===== src/sv/sraw_pkg.sv =====
// ----------------------------------------------------------------------------
// sraw_pkg: shared types and constants of the selective-repeat ack window
// Widths, sequencer states and the control/status bundles between the
// sequencer and the window core.
// ----------------------------------------------------------------------------
`default_nettype none

package sraw_pkg;

    localparam int SEQ_W     = 8;    // sequence space of 256 numbers
    localparam int MAP_W     = 64;   // largest window, one bit per offset
    localparam int IDX_W     = 6;    // bit index into the bitmap
    localparam int WIDTH_W   = 7;    // window width register
    localparam int CNT_W     = 7;    // scan count, holds up to MAP_W
    localparam int OUT_DATA_W = 24;  // result item, padded to whole bytes

    localparam logic [WIDTH_W-1:0] WIDTH_RESET = WIDTH_W'(16);
    localparam logic [WIDTH_W-1:0] WIDTH_MAX   = WIDTH_W'(MAP_W);

    typedef enum logic [1:0] {
        ST_IDLE,
        ST_SCAN,
        ST_EMIT
    } sraw_state_t;

    // Decision taken for an item at acceptance.
    typedef struct packed {
        logic             base_ack;
        logic             set_req;
        logic [IDX_W-1:0] set_idx;
    } item_dec_t;

    // Commands from the sequencer to the window core.
    typedef struct packed {
        logic             start_scan;
        logic             step;
        logic             set_bit;
        logic [IDX_W-1:0] set_idx;
    } core_ctrl_t;

    // Status from the window core back to the sequencer.
    typedef struct packed {
        logic             low_bit;
        logic [CNT_W-1:0] cnt;
    } core_stat_t;

endpackage

`default_nettype wire


===== src/sv/sraw_core.sv =====
// ----------------------------------------------------------------------------
// sraw_core: window base, ack bitmap and the one-bit shift unit
// Each step shifts the bitmap down by one offset and advances the base by
// one.
// ----------------------------------------------------------------------------
`default_nettype none

module sraw_core
    import sraw_pkg::*;
(
    input  wire logic             clk,
    input  wire logic             rst_n,
    input  wire core_ctrl_t       ctrl,
    output logic [MAP_W-1:0]      bitmap,
    output logic [SEQ_W-1:0]      base,
    output core_stat_t            stat
);

    logic [MAP_W-1:0] bitmap_reg;
    logic [MAP_W-1:0] bitmap_next;
    logic [SEQ_W-1:0] base_reg;
    logic [SEQ_W-1:0] base_next;
    logic [CNT_W-1:0] cnt_reg;
    logic [CNT_W-1:0] cnt_next;

    always_comb
    begin
        bitmap_next = bitmap_reg;
        base_next   = base_reg;
        cnt_next    = cnt_reg;
        if (ctrl.set_bit)
        begin
            bitmap_next[ctrl.set_idx] = 1'b1;
        end
        if (ctrl.start_scan || ctrl.step)
        begin
            bitmap_next = {1'b0, bitmap_reg[MAP_W-1:1]};
            base_next   = base_reg + SEQ_W'(1);
            cnt_next    = ctrl.start_scan ? CNT_W'(1) : cnt_reg + CNT_W'(1);
        end
    end

    always_ff @(posedge clk or negedge rst_n)
    begin
        if (!rst_n)
        begin
            bitmap_reg <= '0;
            base_reg   <= '0;
            cnt_reg    <= '0;
        end
        else
        begin
            bitmap_reg <= bitmap_next;
            base_reg   <= base_next;
            cnt_reg    <= cnt_next;
        end
    end

    assign bitmap       = bitmap_reg;
    assign base         = base_reg;
    assign stat.low_bit = bitmap_reg[0];
    assign stat.cnt     = cnt_reg;

endmodule

`default_nettype wire


===== src/sv/sraw_ctrl.sv =====
// ----------------------------------------------------------------------------
// sraw_ctrl: sequencer of the ack window
// Accepts an item when idle, drives the shift unit through a slide and
// hands the result to the output register.
// ----------------------------------------------------------------------------
`default_nettype none

module sraw_ctrl
    import sraw_pkg::*;
(
    input  wire logic               clk,
    input  wire logic               rst_n,
    input  wire logic               in_valid,
    input  wire item_dec_t          dec,
    input  wire logic [WIDTH_W-1:0] width,
    input  wire core_stat_t         stat,
    input  wire logic               out_free,
    output logic                    in_ready,
    output core_ctrl_t              ctrl,
    output logic                    load_out
);

    sraw_state_t state_reg;
    sraw_state_t state_next;

    always_ff @(posedge clk or negedge rst_n)
    begin
        if (!rst_n)
        begin
            state_reg <= ST_IDLE;
        end
        else
        begin
            state_reg <= state_next;
        end
    end

    always_comb
    begin
        state_next      = state_reg;
        in_ready        = 1'b0;
        load_out        = 1'b0;
        ctrl.start_scan = 1'b0;
        ctrl.step       = 1'b0;
        ctrl.set_bit    = 1'b0;
        ctrl.set_idx    = dec.set_idx;
        unique case (state_reg)
            ST_IDLE:
            begin
                in_ready = 1'b1;
                if (in_valid)
                begin
                    if (dec.base_ack)
                    begin
                        ctrl.start_scan = 1'b1;
                        state_next      = ST_SCAN;
                    end
                    else
                    begin
                        ctrl.set_bit = dec.set_req;
                        state_next   = ST_EMIT;
                    end
                end
            end
            ST_SCAN:
            begin
                // The offset now at bit 0 is the next one after the slide so far.
                if ((stat.cnt < width) && stat.low_bit)
                begin
                    ctrl.step = 1'b1;
                end
                else
                begin
                    state_next = ST_EMIT;
                end
            end
            ST_EMIT:
            begin
                if (out_free)
                begin
                    load_out   = 1'b1;
                    state_next = ST_IDLE;
                end
            end
            default:
            begin
                state_next = ST_IDLE;
            end
        endcase
    end

endmodule

`default_nettype wire


===== src/sv/selective_repeat_ack_window_top.sv =====
// ----------------------------------------------------------------------------
// selective_repeat_ack_window_top: selective-repeat send window tracker
// Classifies each item against the window and slides the window on an
// acknowledgement of the base.
// ----------------------------------------------------------------------------
// An item that slides the window by s offsets (s up to 64) passes through the
// scan state, where the one-bit shift unit steps once per cycle; every item
// then waits in the emit state until the output register is free.
// The next item is taken once the result has moved to the output register.
// Reset: base 0, bitmap cleared, window width 16, no result pending.
`default_nettype none

module selective_repeat_ack_window_top
    import sraw_pkg::*;
(
    input  wire logic                  clk,
    input  wire logic                  rst_n,
    input  wire logic                  cfg_wr_en,
    input  wire logic [WIDTH_W-1:0]    cfg_wr_data,   // window_width
    input  wire logic                  s_tvalid,
    output logic                       s_tready,
    input  wire logic [SEQ_W-1:0]      s_tdata,       // seq_num
    input  wire logic                  s_tuser,       // cmd
    output logic                       m_tvalid,
    input  wire logic                  m_tready,
    // is_acked, inside_window, inside_prewindow, offset[7:0], new_base[7:0]
    output logic [OUT_DATA_W-1:0]      m_tdata
);

    logic [WIDTH_W-1:0] width_reg;
    logic [WIDTH_W-1:0] eff_width;

    logic [MAP_W-1:0]   bitmap;
    logic [SEQ_W-1:0]   base;
    core_stat_t         stat;
    core_ctrl_t         ctrl;
    item_dec_t          dec;
    logic               load_out;
    logic               accept;

    logic [SEQ_W-1:0]   off;
    logic [SEQ_W-1:0]   back;
    logic               inwin;
    logic               inpre;
    logic               acked;

    logic               acked_reg;
    logic               inwin_reg;
    logic               inpre_reg;
    logic [SEQ_W-1:0]   off_reg;

    logic               m_tvalid_reg;
    logic [OUT_DATA_W-1:0] m_tdata_reg;

    always_ff @(posedge clk or negedge rst_n)
    begin
        if (!rst_n)
        begin
            width_reg <= WIDTH_RESET;
        end
        else if (cfg_wr_en)
        begin
            width_reg <= cfg_wr_data;
        end
    end

    always_comb
    begin
        if (width_reg == '0)
        begin
            eff_width = WIDTH_W'(1);
        end
        else if (width_reg > WIDTH_MAX)
        begin
            eff_width = WIDTH_MAX;
        end
        else
        begin
            eff_width = width_reg;
        end
    end

    // Classification against the state before any update.
    assign off   = s_tdata - base;
    assign back  = base - s_tdata;
    assign inwin = off < {1'b0, eff_width};
    assign inpre = (back != '0) && (back <= {1'b0, eff_width});
    assign acked = inwin ? bitmap[off[IDX_W-1:0]] : 1'b1;

    assign dec.base_ack = !s_tuser && (off == '0);
    assign dec.set_req  = !s_tuser && inwin;
    assign dec.set_idx  = off[IDX_W-1:0];

    assign accept = s_tvalid && s_tready;

    sraw_ctrl u_ctrl (
        .clk      (clk),
        .rst_n    (rst_n),
        .in_valid (s_tvalid),
        .dec      (dec),
        .width    (eff_width),
        .stat     (stat),
        .out_free (!m_tvalid_reg || m_tready),
        .in_ready (s_tready),
        .ctrl     (ctrl),
        .load_out (load_out)
    );

    sraw_core u_core (
        .clk    (clk),
        .rst_n  (rst_n),
        .ctrl   (ctrl),
        .bitmap (bitmap),
        .base   (base),
        .stat   (stat)
    );

    always_ff @(posedge clk)
    begin
        if (accept)
        begin
            acked_reg <= acked;
            inwin_reg <= inwin;
            inpre_reg <= inpre;
            off_reg   <= off;
        end
        if (load_out)
        begin
            m_tdata_reg <= {(OUT_DATA_W - 3 - 2 * SEQ_W)'(0), base, off_reg,
                            inpre_reg, inwin_reg, acked_reg};
        end
    end

    always_ff @(posedge clk or negedge rst_n)
    begin
        if (!rst_n)
        begin
            m_tvalid_reg <= 1'b0;
        end
        else if (load_out)
        begin
            m_tvalid_reg <= 1'b1;
        end
        else if (m_tready)
        begin
            m_tvalid_reg <= 1'b0;
        end
    end

    assign m_tvalid = m_tvalid_reg;
    assign m_tdata  = m_tdata_reg;

endmodule

`default_nettype wire


===== config.mk =====
export PLATFORM = sky130hd
export DESIGN_NAME = selective_repeat_ack_window_top
export DESIGN_NICKNAME = d
export VERILOG_FILES = /design/src/sv/sraw_pkg.sv /design/src/sv/sraw_core.sv /design/src/sv/sraw_ctrl.sv /design/src/sv/selective_repeat_ack_window_top.sv
export SDC_FILE = /design/constraint.sdc
export NUM_CORES = 1
export LEC_CHECK = 0
export BUFFER_PORTS_ARGS = -buffer_cell sky130_fd_sc_hd__buf_4
export CAP_MARGIN = 20
export CORE_UTILIZATION = 43
export DETAILED_ROUTE_END_ITERATION = 6
export SLEW_MARGIN = 20
export SYNTH_ARGS = -nofsm -noshare
export SYNTH_HDL_FRONTEND = slang
export SYNTH_SLANG_ARGS = --single-unit

===== constraint.sdc =====
create_clock -name clk -period 4.5 [get_ports clk]
set_clock_uncertainty 0.05 [all_clocks]
set_input_delay 0.9 -clock clk [delete_from_list [all_inputs] [get_ports clk]]
set_output_delay 0.9 -clock clk [all_outputs]
set_load 0.02 [all_outputs]

==> impl_metrics.toml <==
[outcome]
status = "finished, final reports clean"

[clock_tree]
clockBufferDepth = 2
post_cts_buffers = 0
cts_resized = 0
cts_hold_buf = 0
cts_tree = "done"
cts-root-buf = "clkbuf_16"
numCtsBuffers = 17
clock_sinks = 119
path_clk_slew_ns = 0.06
clk_latency_ns = 0.42
cts_htree_levels = 4

[critical_path]
crit_arrival_ns = 4.24
r2r-end = "u_core.bitmap[17]$_DFFE_PN0P_"
cp_max_fo = 8
worst-setup-path-type = "in2reg"
crit_required_ns = 4.79
r2r-start = "u_core.base[0]$_DFFE_PN0P_"
startpoint_type = "input pin"
cp_slowest_cell = "fa_1"
r2r_slack_ns = 0.68
cp_cell_sequence = "buf_4, inv_1, ha_1, inv_1, fa_1, a211oi_1, or4_1, and3_1, inv_2, ha_1, and2_1, a221o_1, buf_4, nor3b_2, buf_4, a21oi_1, o21ai_0"
slowest_delay_ns = 0.46
critical_path.startpoint = "s_tdata[0]"
end_kind = "register"
crit_top_cell = "buf_4"
reg2reg_depth = 15

[route]
wl_per_cell_um = 17.9
viasPerCell = 5.69
drt_wl_total_um = 16300
drc = 0
drt_iter0_markers = 395
dr_total_vias = 5187
drtPass1Iterations = 5
ant_nets = 0

[pwr]
leakagePower_nw = 3.22
powerDensity_nw_per_um2 = 429
p_sw_mw = 1.01
ir_drop_uv = 309
power_frac_comb_pct = 21.0
total_power_mw = 3.35
clockPowerShare_pct = 39.0
swShare_pct = 30.2
seq_power_share_pct = 40.0
p_int_mw = 2.34

[placed_design]
portBuffers = 41
dp_hpwl_um = 11200
placedCellCount = 880
gp_congestion = 0.834

[yosys]
synthArstFlopShare_pct = 74.8
synth_adder_area_share_pct = 7.15
synth_edf_count = 30
synth-xor-area-share_pct = 3.54
synth_flop_cell = "dfrtp_1"
synth_top_family_by_area = "compound AO/OA/AOI/OAI gates"
yosys.area_share.simple_pct = 13.0
ys_ff_latch = 119
synth-compound-area-share_pct = 19.1
seq_area_frac_synth_pct = 47.1
synth_cells = 660
syn_area_um2 = 6650
ys_warn_count = 0
synth.area.mux_share_pct = 4.37
synth_area_per_cell_um2 = 10.1
netlist-cell-type-count = 72

[die]
ios = 47
start_util_pct = 43.9
die_x_um = 126
placement_rows = 45
core_um2 = 15100
dieArea_um2 = 16000
die_h_um = 126

[finish]
fin_nets = 768
insertedDiodeCount = 0
final_cells = 912
largest_reg_flops = 64
drive_gt1_share_pct = 18.4
syn2layout_area_growth_pct = 17.6
finalCoreUtilization_pct = 51.6

[sta]
drv_slew = 0
rsz0062_at_grt = "no"
fmax_ghz = 0.253
worstMarginPinSlew_ns = 0.878
slew_headroom_pct = 41.5
finalCriticalPeriod_ns = 3.95
timing.final.crit_share_pct = 87.7
hold_violations = 0
finalSetupViolations = 0
setup_tns_ns = 0
timing.hold.ws_ns = 0.366

[hold_path]
worstHoldStart = "off_reg[2]$_DFFE_PP_"
hold_path.class = "reg2reg"
hold_end = "m_tdata[5]$_DFFE_PP_"
min_path_cells = 0

[grt]
first_global_vias = 5169
grt_start_max_net_pins = 68
grt_pass1_wl_um = 27300
overflow = 0
grt_usage_pct = 22.2
antenna_found_initial = 0

[flow_run]
maxCapViolations = 0
==> placed cells by master, fill, tap and decap left out, types with 3 or more instances in the layout <==
cell type / synthesis / final
nand4_1: 10 / 10
xor2_1: 8 / 8
dfrtp_1: 88 / 88
nor2b_1: 4 / 4
mux2i_1: 11 / 11
nor2_1: 29 / 29
clkinvlp_4: 0 / 3
nand3b_1: 3 / 3
a221oi_1: 5 / 5
nand3_1: 6 / 6
and3_1: 8 / 8
o21ai_1: 7 / 7
mux4_2: 5 / 5
a21oi_1: 52 / 51
mux2_2: 6 / 6
nand2b_1: 5 / 5
a31oi_1: 36 / 36
nand2_1: 83 / 83
nor4_1: 3 / 3
o211ai_1: 3 / 3
o21ai_0: 60 / 60
nor3b_2: 3 / 3
xnor2_1: 12 / 12
buf_4: 7 / 68
inv_2: 3 / 3
a21o_1: 6 / 6
clkbuf_16: 0 / 17
or3_1: 3 / 3
conb_1: 1 / 5
clkinv_1: 2 / 4
inv_1: 30 / 30
nor3_1: 3 / 3
a211oi_1: 14 / 14
clkinv_2: 0 / 5
buf_12: 0 / 3
ha_1: 34 / 34
edfxtp_1: 30 / 30
a22oi_1: 3 / 3
==> stage by stage <==
step | cell area [µm²] | worst slack [ns]
after floorplan | 6660 | 0.247
after global placement | 7250 | 0.178
after detailed placement | 7250 | 0.116
after CTS | 7810 | 0.530
after global routing | 7820 | 0.302
final | 7820 | 0.553
==> kinds of logic after synthesis <==
| logic type | count (synthesis) |
|---|---|
| muxes | 22 |
| xor gates and xnor gates | 23 |
| adders and majority gates | 37 |
| AOI/OAI and AO/OA | 206 |
| DFF | 119 |
| buffers and inverters | 78 |
| other | 1 |
| and+or+nand+nor | 174 |
==> worst max-delay path by stage <==
| stage | cells after the start | endpoint | slack (ns) |
|---|---|---|---|
| 2_1_floorplan | 16 | u_core.bitmap[5]$_DFFE_PN0P_ | 0.25 |
| 3_3_place_gp | 18 | u_core.bitmap[17]$_DFFE_PN0P_ | 0.18 |
| 3_5_place_dp | 18 | u_core.bitmap[17]$_DFFE_PN0P_ | 0.12 |
| 4_1_cts | 18 | u_core.bitmap[17]$_DFFE_PN0P_ | 0.53 |
| 5_1_grt | 18 | u_core.bitmap[17]$_DFFE_PN0P_ | 0.30 |
| 6_report | 17 | u_core.bitmap[17]$_DFFE_PN0P_ | 0.55 |
==> critical path: cells and delay by family <==
| kind | cells | cell delay, ns |
|---|---|---|
| buffers and inverters | 6 | 0.64 |
| adder cells (fa/ha/maj) | 3 | 0.93 |
| AND/OR/NAND/NOR | 4 | 0.73 |
| AO/OA/AOI/OAI | 4 | 1.02 |
==> layer usage <==
metal	up-vias	global-route usage (%)	part of all wire [%]
met5	-	0	0
met1	2526	28.5	44
met4	0	9.50	2.0
met2	137	36.7	49
met3	32	4.30	4.3
li1	2492	-	-
==> power groups by stage <==
stage | clock (mW) | sequential [mW] | combinational [mW]
after floorplan | 0 | 1.41 | 0.367
after global placement | 0 | 1.36 | 0.687
after CTS | 1.32 | 1.34 | 0.704
after global routing | 1.38 | 1.36 | 0.769
final | 1.31 | 1.34 | 0.704
after detailed placement | 0 | 1.36 | 0.701
==> cell usage after synthesis, drive strengths merged, types with 3 or more instances <==
cell	instances	area [µm²]
buf	27	180
nor3	3	15.0
o21ai	67	335
ha	34	425
edfxtp	30	901
dfrtp	88	2200
xor2	8	70.1
a21oi	52	260
mux2i	11	110
nand2	83	312
a211oi	14	105
a31oi	36	225
nand3b	3	22.5
o211ai	4	35.0
nand3	6	30.0
mux4	5	113
clkbuf	16	65.1
a22oi	3	22.5
nor2b	4	25.0
a21o	6	45.0
nor4	4	40.0
mux2	6	67.6
or3	3	18.8
nor2	31	126
nand4	10	62.6
a221oi	5	43.8
and3	8	50.1
inv	33	124
xnor2	15	165
nand2b	5	31.3
nor3b	4	45.1
==> area by class of cell <==
cell class | instances | area [µm²]
Clock buffer | 18 | 429
Clock inverter | 14 | 133
Fill cell | 1365 | 7330
Inverter | 35 | 131
Multi-Input combinational cell | 467 | 3190
Sequential cell | 119 | 3130
Tap cell | 188 | 235
Timing Repair Buffer | 71 | 571
Note: power is estimated with default switching activity, not from simulation.
